==> config.mk <==
export PLATFORM = sky130hd
export DESIGN_NAME = link_retry_backoff_and_signal_grade
export DESIGN_NICKNAME = d
export VERILOG_FILES = /design/src/design/lrbsg_pkg.sv /design/src/design/link_retry_backoff_and_signal_grade.sv
export SDC_FILE = /design/constraint.sdc
export NUM_CORES = 1
export LEC_CHECK = 0
export BUFFER_PORTS_ARGS = -buffer_cell sky130_fd_sc_hd__buf_4
export CELL_PAD_IN_SITES_DETAIL_PLACEMENT = 0
export CELL_PAD_IN_SITES_GLOBAL_PLACEMENT = 2
export CORE_AREA = 5 5 150 210
export CTS_CLUSTER_SIZE = 20
export DETAILED_ROUTE_END_ITERATION = 8
export DIE_AREA = 0 0 155 215
export PLACE_DENSITY = 0.84
export SETUP_SLACK_MARGIN = 0.5
export SLEW_MARGIN = 30
export SYNTH_ARGS = -nofsm -noshare
export SYNTH_HDL_FRONTEND = slang
export SYNTH_SLANG_ARGS = --single-unit
==> constraint.sdc <==
create_clock -name aclk -period 23.1 [get_ports aclk]
set_input_delay 5.775 -clock aclk [delete_from_list [all_inputs] [get_ports aclk]]
set_output_delay 5.775 -clock aclk [all_outputs]
set_load 0.03 [all_outputs]
==> src/design/lrbsg_pkg.sv <==
`timescale 1ns / 1ps
// shared constants and types for the link retry and signal grade block
package lrbsg_pkg;

    // samples per averaging batch and number of backoff steps in use
    localparam int BATCH_SAMPLES = 11;
    localparam int BACKOFF_STEPS = 8;

    localparam int STEP_W  = 3;
    localparam int COUNT_W = 4;
    localparam int SUM_W   = 12;
    localparam int DBM_W   = 8;
    localparam int TIME_W  = 32;

    localparam logic [STEP_W-1:0]  STEP_LAST   = STEP_W'(BACKOFF_STEPS - 1);
    localparam logic [COUNT_W-1:0] BATCH_COUNT = COUNT_W'(BATCH_SAMPLES);

    // reciprocal for the divide by batch size: exact for magnitudes below 2^12
    localparam int DIV_SHIFT   = 16;
    localparam int DIV_RECIP_W = 16;
    localparam int PROD_W      = SUM_W + DIV_RECIP_W;
    localparam logic [DIV_RECIP_W-1:0] DIV_RECIP =
        DIV_RECIP_W'(((2 ** DIV_SHIFT) + BATCH_SAMPLES - 1) / BATCH_SAMPLES);

    // backoff delay in ms per retry step
    localparam logic [TIME_W-1:0] BACKOFF_MS [8] = '{
        32'd100, 32'd500, 32'd1000, 32'd5000,
        32'd10000, 32'd30000, 32'd60000, 32'd300000
    };

    // configuration register indexes
    localparam int CFG_IDX_W = 2;
    localparam logic [CFG_IDX_W-1:0] CFG_STRONG_THR = 2'd0;
    localparam logic [CFG_IDX_W-1:0] CFG_GOOD_THR   = 2'd1;
    localparam logic [CFG_IDX_W-1:0] CFG_SETTLE     = 2'd2;

    localparam logic signed [DBM_W-1:0] STRONG_THR_RESET = -8'sd60;
    localparam logic signed [DBM_W-1:0] GOOD_THR_RESET   = -8'sd70;
    localparam logic [7:0]              SETTLE_RESET     = 8'd100;

    typedef enum logic [1:0] {
        QUAL_NONE   = 2'd0,
        QUAL_BAD    = 2'd1,
        QUAL_GOOD   = 2'd2,
        QUAL_STRONG = 2'd3
    } quality_t;

endpackage

==> src/design/link_retry_backoff_and_signal_grade.sv <==
`timescale 1ns / 1ps
// link retry backoff and signal grade: top level
// One poll word is taken per clock and gives exactly one result word. A poll
// accepted lands in an input register, is worked on by a single pass of
// logic (a 32-bit elapsed-time subtract and compare against the backoff
// table, the stable counter, the batch sum and one reciprocal multiply for
// the batch average) and is written to the result register when that
// register is free or draining. Throughput is one word per cycle; the
// result register lets a new poll enter while a finished result still
// waits on m_ready, and only a stall on the result side holds the input.
// While the link is down, a reconnect request is raised when the time since
// the last attempt exceeds the delay of the current retry step; while up,
// the backoff clears and, after settle_reg connected polls, samples are
// averaged in batches and graded. The user must write thresholds and settle
// count through the cfg port only while no poll is in flight; the block does
// not enforce it.
module link_retry_backoff_and_signal_grade (
    input  logic                                  aclk,
    input  logic                                  aresetn,
    // poll words
    input  logic                                  s_valid,
    output logic                                  s_ready,
    input  logic                                  s_link_up,
    input  logic signed [lrbsg_pkg::DBM_W-1:0]    s_rssi_sample,
    input  logic [lrbsg_pkg::TIME_W-1:0]          s_time_ms,
    // result words
    output logic                                  m_valid,
    input  logic                                  m_ready,
    output logic                                  m_reconnect_request,
    output logic [1:0]                            m_quality,
    output logic signed [lrbsg_pkg::DBM_W-1:0]    m_average_rssi,
    // configuration writes
    input  logic                                  cfg_we,
    input  logic [lrbsg_pkg::CFG_IDX_W-1:0]       cfg_index,
    input  logic [7:0]                            cfg_wdata
);

    // configuration
    logic signed [lrbsg_pkg::DBM_W-1:0] strong_thr_reg;
    logic signed [lrbsg_pkg::DBM_W-1:0] good_thr_reg;
    logic [7:0]                         settle_reg;

    // input register
    logic                               in_valid_reg;
    logic                               in_link_up_reg;
    logic signed [lrbsg_pkg::DBM_W-1:0] in_rssi_reg;
    logic [lrbsg_pkg::TIME_W-1:0]       in_time_reg;

    // link state
    logic [lrbsg_pkg::TIME_W-1:0]        last_attempt_reg, last_attempt_next;
    logic [lrbsg_pkg::STEP_W-1:0]        retry_step_reg, retry_step_next;
    logic [7:0]                          stable_count_reg, stable_count_next;
    logic [lrbsg_pkg::COUNT_W-1:0]       batch_count_reg, batch_count_next;
    logic signed [lrbsg_pkg::SUM_W-1:0]  batch_sum_reg, batch_sum_next;
    logic signed [lrbsg_pkg::DBM_W-1:0]  held_average_reg, held_average_next;
    lrbsg_pkg::quality_t                 held_quality_reg, held_quality_next;

    // result register
    logic                                m_valid_reg;
    logic                                out_request_reg;
    lrbsg_pkg::quality_t                 out_quality_reg;
    logic signed [lrbsg_pkg::DBM_W-1:0]  out_average_reg;

    // datapath
    logic                                out_free;
    logic                                advance;
    logic                                in_take;
    logic                                request_next;
    logic [lrbsg_pkg::TIME_W-1:0]        elapsed;
    logic [8:0]                          stable_inc;
    logic [7:0]                          stable_sat;
    logic [lrbsg_pkg::SUM_W-1:0]         sum_mag;
    logic [lrbsg_pkg::PROD_W-1:0]        div_prod;
    logic [lrbsg_pkg::SUM_W-1:0]         quot_mag;
    logic signed [lrbsg_pkg::DBM_W-1:0]  avg;

    // handshake: result register free or draining this cycle
    assign out_free = !m_valid_reg || m_ready;
    assign advance  = in_valid_reg && out_free;
    assign s_ready  = !in_valid_reg || out_free;
    assign in_take  = s_valid && s_ready;

    assign m_valid             = m_valid_reg;
    assign m_reconnect_request = out_request_reg;
    assign m_quality           = out_quality_reg;
    assign m_average_rssi      = out_average_reg;

    // elapsed time wraps modulo 2^32
    assign elapsed = in_time_reg - last_attempt_reg;

    // saturating stable counter, clamped to the settle count
    assign stable_inc = {1'b0, stable_count_reg} + 9'd1;
    assign stable_sat = (stable_inc > {1'b0, settle_reg}) ? settle_reg : stable_inc[7:0];

    // batch average: divide magnitude by reciprocal multiply, truncate to zero
    assign sum_mag  = batch_sum_reg[lrbsg_pkg::SUM_W-1] ?
                      lrbsg_pkg::SUM_W'(-batch_sum_reg) : lrbsg_pkg::SUM_W'(batch_sum_reg);
    assign div_prod = lrbsg_pkg::PROD_W'(sum_mag) * lrbsg_pkg::PROD_W'(lrbsg_pkg::DIV_RECIP);
    assign quot_mag = div_prod[lrbsg_pkg::DIV_SHIFT +: lrbsg_pkg::SUM_W];
    assign avg      = batch_sum_reg[lrbsg_pkg::SUM_W-1] ?
                      lrbsg_pkg::DBM_W'(-quot_mag) : quot_mag[lrbsg_pkg::DBM_W-1:0];

    always_comb begin
        last_attempt_next = last_attempt_reg;
        retry_step_next   = retry_step_reg;
        stable_count_next = stable_count_reg;
        batch_count_next  = batch_count_reg;
        batch_sum_next    = batch_sum_reg;
        held_average_next = held_average_reg;
        held_quality_next = held_quality_reg;
        request_next      = 1'b0;

        if (in_link_up_reg) begin
            // connected: backoff clears, stable counter runs
            retry_step_next   = '0;
            stable_count_next = stable_sat;
            if (stable_sat >= settle_reg) begin
                if (batch_count_reg < lrbsg_pkg::BATCH_COUNT) begin
                    batch_sum_next   = batch_sum_reg +
                        {{(lrbsg_pkg::SUM_W-lrbsg_pkg::DBM_W){in_rssi_reg[lrbsg_pkg::DBM_W-1]}},
                         in_rssi_reg};
                    batch_count_next = batch_count_reg + 1'b1;
                end else begin
                    // batch full: this sample is dropped, average is taken
                    batch_sum_next   = '0;
                    batch_count_next = '0;
                    if (avg != '0) begin
                        held_average_next = avg;
                        // strong test first so it wins on inverted thresholds
                        if (avg >= strong_thr_reg) begin
                            held_quality_next = lrbsg_pkg::QUAL_STRONG;
                        end else if (avg >= good_thr_reg) begin
                            held_quality_next = lrbsg_pkg::QUAL_GOOD;
                        end else begin
                            held_quality_next = lrbsg_pkg::QUAL_BAD;
                        end
                    end
                end
            end
        end else if (elapsed > lrbsg_pkg::BACKOFF_MS[retry_step_reg]) begin
            // down and backoff expired: new attempt
            request_next      = 1'b1;
            last_attempt_next = in_time_reg;
            held_quality_next = lrbsg_pkg::QUAL_NONE;
            stable_count_next = '0;
            retry_step_next   = (retry_step_reg >= lrbsg_pkg::STEP_LAST) ?
                                lrbsg_pkg::STEP_LAST : retry_step_reg + 1'b1;
        end
    end

    // configuration registers
    always_ff @(posedge aclk) begin
        if (!aresetn) begin
            strong_thr_reg <= lrbsg_pkg::STRONG_THR_RESET;
            good_thr_reg   <= lrbsg_pkg::GOOD_THR_RESET;
            settle_reg     <= lrbsg_pkg::SETTLE_RESET;
        end else if (cfg_we) begin
            case (cfg_index)
                lrbsg_pkg::CFG_STRONG_THR: strong_thr_reg <= cfg_wdata;
                lrbsg_pkg::CFG_GOOD_THR:   good_thr_reg   <= cfg_wdata;
                lrbsg_pkg::CFG_SETTLE:     settle_reg     <= cfg_wdata;
                default: ;
            endcase
        end
    end

    // control and link state
    always_ff @(posedge aclk) begin
        if (!aresetn) begin
            in_valid_reg     <= 1'b0;
            m_valid_reg      <= 1'b0;
            last_attempt_reg <= '0;
            retry_step_reg   <= '0;
            stable_count_reg <= '0;
            batch_count_reg  <= '0;
            batch_sum_reg    <= '0;
            held_average_reg <= '0;
            held_quality_reg <= lrbsg_pkg::QUAL_NONE;
        end else begin
            if (in_take) begin
                in_valid_reg <= 1'b1;
            end else if (advance) begin
                in_valid_reg <= 1'b0;
            end
            if (advance) begin
                m_valid_reg <= 1'b1;
            end else if (m_ready) begin
                m_valid_reg <= 1'b0;
            end
            if (advance) begin
                last_attempt_reg <= last_attempt_next;
                retry_step_reg   <= retry_step_next;
                stable_count_reg <= stable_count_next;
                batch_count_reg  <= batch_count_next;
                batch_sum_reg    <= batch_sum_next;
                held_average_reg <= held_average_next;
                held_quality_reg <= held_quality_next;
            end
        end
    end

    // payload registers
    always_ff @(posedge aclk) begin
        if (in_take) begin
            in_link_up_reg <= s_link_up;
            in_rssi_reg    <= s_rssi_sample;
            in_time_reg    <= s_time_ms;
        end
        if (advance) begin
            out_request_reg <= request_next;
            out_quality_reg <= held_quality_next;
            out_average_reg <= held_average_next;
        end
    end

endmodule

Word level (Yosys, flattened, before mapping)
Memory sizes are Yosys's and may differ from the RTL's.
Index checks and enable logic that the tools add are counted.
{"block": "word_totals", "register_bits": 147, "mem_bits_ro": 256, "output_inout_bits": 13, "word_cells": 84, "n_memories": 1}
{"block": "op_classes", "n_addsub": 7, "n_mul": 1, "n_lt_le_gt_ge": 8, "eq_ne": 2, "mux": 28, "bitwise": 2, "n_reduce_logical": 17}
{"name": "(name not given)", "words": 8, "word_bits": 32, "read_ports": 1, "rd_ports_with_merged_regs": 0, "write_ports": 0, "line_no": "link_retry_backoff_and_signal_grade.sv:140", "rtl": "end else if (elapsed > lrbsg_pkg::BACKOFF_MS[retry_step_reg]) begin"}
{"operator": "32-bit two-way mux", "n": 2}
{"operator": "8-bit two-way mux", "n": 8}
{"operator": "32-bit greater-than comparator", "n": 1}
{"operator": "32-bit subtractor", "n": 1}
{"operator": "8-bit >= comparator", "n": 3}
{"operator": "12-bit two-way mux", "n": 2}
{"operator": "12-bit by 12-bit multiplier with 23-bit output, second input constant", "n": 1}
{"operator": "2-bit two-way mux", "n": 7}
{"operator": "12-bit adder", "n": 1}
{"operator": "12-bit negation", "n": 1}
{"operator": "8-bit by 1-bit adder with 9-bit output, second input constant", "n": 1}
{"operator": "9-bit by 8-bit greater-than comparator with 1-bit output", "n": 1}
{"operator": "3-bit two-way mux", "n": 3}
{"operator": "8-bit negation", "n": 1}
{"operator": "2-bit AND reduction", "n": 4}
{"operator": "8-bit nonzero test", "n": 1}
{"operator": "3-bit AND reduction", "n": 2}
{"operator": "2-bit nonzero test", "n": 3}
{"operator": "1-bit two-way mux", "n": 5}
{"operator": "4-bit by 1-bit adder with 4-bit output, second input constant", "n": 1}
{"operator": "4-bit >= comparator, second input constant", "n": 1}
{"operator": "4-bit < comparator, second input constant", "n": 1}
{"operator": "4-bit two-way mux", "n": 1}
{"operator": "3-bit NOT with 4-bit output", "n": 1}
{"operator": "other kinds (9)", "n": 12}

Longest topological paths before layout
Gate-level depths: netlist of the first run.
{"block": "depth", "word_depth": 12, "depth_mapped": 35, "ltp_nobuf": 35}

Worst setup path before layout of the first run
No wires, ideal clock.
{"block": "synth_timing", "kind": "input port to output port", "startpoint": "input m_ready", "endpoint": "output s_ready", "arrival_time_ps": 6197, "path_slack_ps": 11128, "cell_stages": 2, "path_buffers": 0, "path_cell_list": "nor2b_1 nand2_1"}
{"block": "synth_via", "elab_chain_cells": 2}
{"item": "start, declared", "line_no": "link_retry_backoff_and_signal_grade.sv:28", "rtl": "input logic m_ready,"}
{"item": "1-bit logical OR", "line_no": "link_retry_backoff_and_signal_grade.sv:78", "rtl": "assign out_free = !m_valid_reg || m_ready;"}
{"item": "1-bit logical OR", "line_no": "link_retry_backoff_and_signal_grade.sv:80", "rtl": "assign s_ready = !in_valid_reg || out_free;"}
{"item": "end, declared", "line_no": "link_retry_backoff_and_signal_grade.sv:22", "rtl": "output logic s_ready,"}
Every way passes these cells.

Worst setup path after layout of the first run
Same ends and word-level chain as after synthesis.

==> impl_metrics.toml, run 1 <==
[outcome]
status = "finished, final reports clean"

[job]
maxCapViolCount = 0

[timing]
rsz0062_at_grt = "no"
slew_violations = 0
slew_headroom = 0.351
fin_crit_sh = 0.528
tns_ns = 0
setup_viol = 0
tightestPinTransition_ns = 0.969
fin_crit_ns = 12.19
fmax_mhz = 82.0
hold_viol_final = 0
clock_skew_ns = 0.0117

[worst_setup_path]
reg2reg_slack_ns = 14.52
cp_data_required_time_ns = 17.33
crit_start = "m_ready"
crit_arrival_ns = 6.41
timing.setup.critical_path_class = "input pin to output pin"
startpoint_type = "input pin"
end_kind = "output pin"
cp_max_fo = 4
crit-reg2reg-launch = "batch_sum_reg[0]"
reg2regPathDepth = 35

[grt]
grt_max_degree = 65
grt_first_pass_wirelength_um = 47500
grt_pass1_vias = 9684
grt_util_all_layers = 0.177
antenna_found_initial = 0
gr-total-overflow = 0

[die]
placementRows = 75
core-area_um2 = 29600
pin_count = 69
start_util = 0.412
fp.dieW_um = 155
die_y_um = 215
die-area_um2 = 33300

[clock_tree]
clk_pin_slew_ns = 0.06
clkLatencyLatePin_ns = 0.45
clk_path_buf_depth = 2
htreeDepth = 4
cts_num_sinks = 147
cts_inserted_buffers = 17
cts_tree = "built"
cts.repair.resized = 0
hold_buffers = 0
postCtsSetupRepairBufs = 0
root_buffer = "clkbuf_16"

[synthesis]
ys_seq_elements = 147
synth.most_common_cell = "inv_1"
syn_area_per_cell_um2 = 8.92
ys.flop_type = "dfxtp_1"
synthArstFlopShare = 0
yosysWarnings = 0
ys_types = 83
ys_seq_area_frac = 0.285
yosys-top-cells-count = "inv_1 (184), ha_1 (168), nand2_1 (111), nor2_1 (101), dfxtp_1 (95)"
ys_top_cells_by_area = "ha_1 (17%), dfxtp_1 (16%), edfxtp_1 (13%), fa_1 (6.7%), inv_1 (5.7%)"
synth-edff-count = 52
yosys.area.top_type = "ha_1"
syn_nets = 1630
synth_cells = 1365
synth_area_um2 = 12200
synth_top_area_share = 0.173

[pwr]
power_density_nw_per_um2 = 48.3
leakage_uw = 0.00650
peakVddDrop_mv = 0.0556

[worst_hold_path]
min_path_type = "register to register"
whs_path_depth = 2
min_from = "good_thr_reg[6]"

[routing]
viasPerCell = 5.23
antenna_left = 0
drc = 0
drt_iter0_drc = 338
first_pass_iters = 4
wirelength_um = 28900
drt-wirelength-per-cell_um = 15.9
num_vias = 9504

[cells_and_area]
synthToLayoutAreaGrowth_pct = 12.0
final_net_count = 1685
diodes = 0
design_area_um2 = 13600
drive_gt1_frac = 0.103

[place]
placed_cell_area_um2 = 13100
numPortBuffers = 68
hpwl_um = 23300
place_congestion = 0.834
placed cells by master (no fill, tap or decap), drive strengths merged, types with 27 or more instances in the layout:
cell | Yosys | layout
edfxtp | 52 | 52
inv | 184 | 190
nor2 | 101 | 101
a21oi | 96 | 96
buf | 7 | 74
xor2 | 27 | 27
ha | 168 | 168
dfxtp | 95 | 95
a21o | 27 | 27
nand2 | 111 | 111
mux2i | 40 | 40
o21ai | 59 | 59
nand3 | 36 | 36
xnor2 | 43 | 43
fa | 41 | 41
worst max-delay path: stages:
cell,delay (ns)
buf_4,0.11
nor2b_1,0.24
nand2_1,0.11
buf_4,0.18
stage by stage:
| stage | std cells | utilization | hold WS [ns] | total power, uW | setup WS, ns |
|---|---|---|---|---|---|
| finish | 1818 | 0.461 | 0.461 | 658 | 10.91 |
| global placement | 1786 | 0.441 | 0.444 | 388 | 10.92 |
| detailed placement | 1786 | 0.441 | 0.446 | 389 | 10.91 |
| floorplan | 1365 | - | 0.432 | 357 | 11.13 |
| global route | 1818 | 0.461 | 0.481 | 691 | 10.83 |
| CTS | 1818 | 0.461 | 0.461 | 667 | 10.91 |
power breakdown:
part	switching, uW	total (uW)	internal [uW]
Sequential	5.19	283	277
Clock	115	275	160
Combinational	57.8	99.9	42.1
Total	178	658	480
area by class of cell:
class | instances | area (um^2)
clock buffers | 18 | 429
repair buffers | 74 | 556
well taps | 385 | 482
clock inverters | 14 | 151
fillers | 2959 | 15900
multi-input cells | 996 | 7860
inverters | 184 | 691
flip-flops and latches | 147 | 3460
logic make-up after synthesis:
| family | synth area share |
|---|---|
| mux | 0.0413 |
| buf+inv | 0.0713 |
| simple gates | 0.137 |
| compound gates | 0.175 |
| other cells | 0.000308 |
| xor+xnor | 0.0504 |
| flops | 0.285 |
| fa+ha+maj | 0.240 |
worst paths after layout:
| kind | to |
|---|---|
| hold reg to reg | good_thr_reg[6] |
| hold / removal | good_thr_reg[6] |
| setup / recovery | s_ready |
| setup reg to reg | m_quality[0] |
layer usage:
| layer | vias to the layer above | global-route usage | wire length, um |
|---|---|---|---|
| li1 | 4860 | - | - |
| met1 | 4491 | 0.185 | 11300 |
| met2 | 121 | 0.349 | 16200 |
| met3 | 32 | 0.0274 | 653 |
| met4 | 0 | 0.0613 | 656 |
| met5 | - | 0 | 0 |
Power figures use the tool's default switching activity.
==> run 2: changes to the inputs <==
Settings changed: CORE_AREA 5 5 150 210 to 5 5 162 226, DIE_AREA 0 0 155 215 to 0 0 167 231, PLACE_DENSITY 0.84 to 0.77.
Clock period 23.1 ns to 10.7 ns, I/O delays scaled along.
==> run 2 against run 1 <==
Die area increased by 16%. Critical path type is now register to register. Clock power grew 120%. Register-to-register slack worse by 12 ns. Clock skew fell by 0.0037 ns. Final cell count increased by 3.9%. Count of clock-buffer cells in the layout is the same. Final area is 0.67% higher. First-iteration DRC count down 5.6%. Sequential cell count is the same. Hold slack gained 0.0034 ns.
==> impl_metrics.toml, run 2 (synthesis results as in run 1) <==
[timing]
slew_violations = 0
fin_crit_ns = 8.31
fmax_mhz = 120
tightestPinTransition_ns = 0.895
hold_viol_final = 0
clock_skew_ns = 0.00797
slew_headroom = 0.400
tns_ns = 0
fin_crit_sh = 0.776
rsz0062_at_grt = "no"
setup_viol = 0

[worst_setup_path]
reg2reg_slack_ns = 2.39
cp_data_required_time_ns = 10.89
critical_path.max_stage_delay_ns = 0.63
crit_arrival_ns = 8.50
critPathMostFrequentCell = "inv_1"
reg2regPathDepth = 34
startpoint_type = "register"
cp_max_fo = 9
end_kind = "register"
timing.setup.critical_path_class = "register to register"
cp_slowest_cell = "xor2_1"

[die]
core-area_um2 = 34600
die-area_um2 = 38600
die_y_um = 231
pin_count = 69
placementRows = 81
start_util = 0.352
fp.dieW_um = 167

[grt]
gr-total-overflow = 0
grt_pass1_vias = 9776
grt_max_degree = 65
grt_util_all_layers = 0.155
grt_first_pass_wirelength_um = 48500
antenna_found_initial = 0

[cells_and_area]
design_area_um2 = 13700
layout.cells.non_filler = 1889
final_net_count = 1685
final_common_cell = "inv_1"
multiInputGateArea_um2 = 7860
fillers = 3512
diodes = 0
synthToLayoutAreaGrowth_pct = 12.8
final_cell_mix = "inv_1 (183), ha_1 (168), nand2_1 (111)"
drive_gt1_frac = 0.103
regArea_um2 = 3460

[routing]
drc = 0
first_pass_iters = 4
wirelength_um = 29400
drt_iter0_drc = 319
drt-wirelength-per-cell_um = 15.6
num_vias = 9443
viasPerCell = 5.00
antenna_left = 0

[pwr]
peakVddDrop_mv = 0.105
power_density_nw_per_um2 = 104
power_uw = 1420
leakage_uw = 0.00649

[clock_tree]
cts.repair.resized = 0
cts_num_sinks = 147
clk_pin_slew_ns = 0.07
clk_path_buf_depth = 2
hold_buffers = 0
cts_tree = "built"
htreeDepth = 4
clkLatencyLatePin_ns = 0.45
postCtsSetupRepairBufs = 0
cts_inserted_buffers = 17
root_buffer = "clkbuf_16"

[worst_hold_path]
whs_path_depth = 2
min_path_type = "register to register"

[place]
hpwl_um = 24000
placed_cells = 1857
placed_cell_area_um2 = 13100
numPortBuffers = 68
place_congestion = 0.828

[outcome]
status = "finished, final reports clean"

[job]
maxCapViolCount = 0
==> run 2: cell types whose count changed in the layout (fill, tap and decap cells not counted), sizes merged <==
cell      change
clkinvlp      +2
inv           -2
==> run 2: worst paths after layout <==
check / to / from
max: m_quality[0] / batch_sum_reg[2]
min: good_thr_reg[2] / good_thr_reg[2]
max reg2reg: m_quality[0] / batch_sum_reg[2]
min reg2reg: good_thr_reg[2] / good_thr_reg[2]
==> run 2: report_power, final <==
group	leakage, uW	switching, uW	internal, uW
clock	0.000277	253	346
sequential	0.00128	11.4	599
combinational	0.00493	125	90.8
==> run 2: critical path: cells and delay by family, from the launching register on <==
family	cells	cell delay (ns)
XOR/XNOR	1	0.63
AND/OR/NAND/NOR	11	1.99
AO/OA/AOI/OAI	8	1.22
flip-flops	1	0.39
adder cells (fa/ha/maj)	8	3.40
buffers and inverters	6	0.43
==> run 2: layout make-up <==
class	count	share of cell area
inverters	184	0.0503
flip-flops and latches	147	0.252
multi-input cells	996	0.573
clock buffers	18	0.0313
repair buffers	74	0.0405
clock inverters	14	0.0113
well taps	456	0.0416
==> run 2: stage by stage <==
step                      hold slack (ns)   util  setup slack [ns]
after floorplan                     0.432      -              3.15
after global placement              0.445  0.380              2.50
after detailed placement            0.447  0.380              2.33
final                               0.465  0.397              2.39
after CTS                           0.462  0.397              2.31
after global routing                0.491  0.397              1.74
==> run 2: metal layers <==
metal	routed length, um	vias up	share of wire	global-route usage
li1	-	4861	-	-
met1	12000	4456	0.41	0.170
met2	16100	93	0.55	0.301
met3	677	33	0.023	0.0245
met4	652	0	0.022	0.0514
met5	0	-	0	0
==> run 3: changes to the inputs <==
Clock period 10.7 ns to 6.7 ns, I/O delays scaled along.
==> run 3 against run 2 <==
The flow now finishes with violations (negative setup slack). Die area unchanged. Critical path type unchanged. Global-route usage grew 0.93 points. Largest cell class unchanged. Setup slack worse by 2.4 ns. First-iteration DRC count increased by 8.8%. Non-clock buffer count rose by 130. Count of clock-buffer cells in the layout is 1 lower. Final cell count up 6.9%.
==> impl_metrics.toml, run 3 (synthesis results as in run 1) <==
[worst_setup_path]
cp_max_fo = 4
crit_family = "adder cells"
crit_arrival_ns = 6.92
startpoint_type = "register"
critical_path.max_stage_delay_ns = 0.59
cp_slowest_cell = "fa_1"
cp_data_required_time_ns = 6.90
timing.setup.critical_path_class = "register to register"
end_kind = "register"
critPathBufInv = 8

[cells_and_area]
final_cell_mix = "buf_4 (192), inv_1 (165), ha_1 (142)"
final_common_cell = "buf_4"
synthToLayoutAreaGrowth_pct = 29.4
final_net_count = 1816
drive_gt1_frac = 0.261
layout.cells.non_filler = 2020
diodes = 0

[place]
place_congestion = 0.822
placed_cells = 1957
hpwl_um = 24700
numPortBuffers = 68

[clock_tree]
cts_inserted_buffers = 17
root_buffer = "clkbuf_16"
clk_path_buf_depth = 2
hold_buffers = 0
cts_tree = "built"
htreeDepth = 4
clkLatencyLatePin_ns = 0.44
clk_pin_slew_ns = 0.07
cts_num_sinks = 147

[timing]
clock_skew_ns = 0.00809
fin_crit_ns = 6.72
worst_slack_ns = -0.0161
slew_violations = 0
fin_crit_sh = 1.00
whs_ns = 0.469
fmax_mhz = 149
rsz0062_at_grt = "yes"
setup_viol = 3
tightestPinTransition_ns = 0.850
tns_ns = -0.0270
hold_viol_final = 0
slew_headroom = 0.426

[outcome]
status = "finished with violations"
violations = "negative setup slack"

[die]
placementRows = 81
start_util = 0.352
die-area_um2 = 38600
core-area_um2 = 34600
die_y_um = 231
pin_count = 69
fp.dieW_um = 167

[routing]
viasPerCell = 4.95
drt-wirelength-per-cell_um = 15.5
drc = 0
wirelength_um = 31400
antenna_left = 0
first_pass_iters = 4
num_vias = 9991
drt_iter0_drc = 347

[grt]
grt_util_all_layers = 0.164
grt_use_met2 = 0.317
grt_first_pass_wirelength_um = 51700
grt_pass1_vias = 10300
globalRouteMet1Util = 0.185
grtUsageMet3 = 0.0238
grt_max_degree = 66
antenna_found_initial = 0
busiest_layer = "met2"
gr-total-overflow = 0

[worst_hold_path]
min_path_type = "register to register"

[pwr]
leakage_uw = 0.00726
power_density_nw_per_um2 = 144
peakVddDrop_mv = 0.156
power_uw = 2260

[job]
maxCapViolCount = 0
[run 3: repair_timing]
action                                  in CTS  in global routing
endpoints found under the setup margin      20                 20
gates resized for setup                    106                 38
hold endpoints to repair                     0                  0
pin swaps                                   72                 58
buffers inserted                            19                 11
cloned                                       1                  0
[run 3: through the flow]
step	setup WS, ns	instance area [um^2]	util
after floorplan	-0.0266	12400	-
after global placement	-0.233	14100	0.409
after detailed placement	-0.331	14100	0.409
after CTS	-0.0661	15400	0.447
after global routing	-0.303	15700	0.456
final	-0.0161	15700	0.456
[run 3: report_power, final]
part / switching [uW] / internal [uW] / leakage, uW
sequential: 18.1 / 954 / 0.00129
combinational: 202 / 150 / 0.00570
clock: 418 / 520 / 0.000273
[run 3: area by class of cell]
type / instances / area, um^2
multi-input cells: 997 / 8830
fillers: 3366 / 18800
clock buffers: 17 / 425
clock inverters: 15 / 145
inverters: 184 / 691
repair buffers: 204 / 1590
flip-flops and latches: 147 / 3480
well taps: 456 / 571
[run 3: worst paths after layout]
| kind | to | depth (start not counted) | from | slack [ns] |
|---|---|---|---|---|
| max | m_quality[1] | 30 | batch_sum_reg[3] | -0.02 |
| min | good_thr_reg[6] | 2 | good_thr_reg[6] | 0.47 |
| max reg2reg | m_quality[1] | 30 | batch_sum_reg[3] | -0.02 |
| min reg2reg | good_thr_reg[6] | 2 | good_thr_reg[6] | 0.47 |
[run 3: routing by layer]
metal	part of all wire	wire, um
met5	0	0
met4	0.017	519
met3	0.023	716
met2	0.55	17300
met1	0.41	12900
[run 3: worst register-to-register path, delay by kind of cell, from the launching register on]
| kind | cells | cell delay (ns) |
|---|---|---|
| flops | 1 | 0.37 |
| xor+xnor | 3 | 0.53 |
| simple gates | 7 | 1.53 |
| compound gates | 5 | 0.61 |
| fa+ha+maj | 7 | 2.87 |
| buf+inv | 8 | 0.57 |
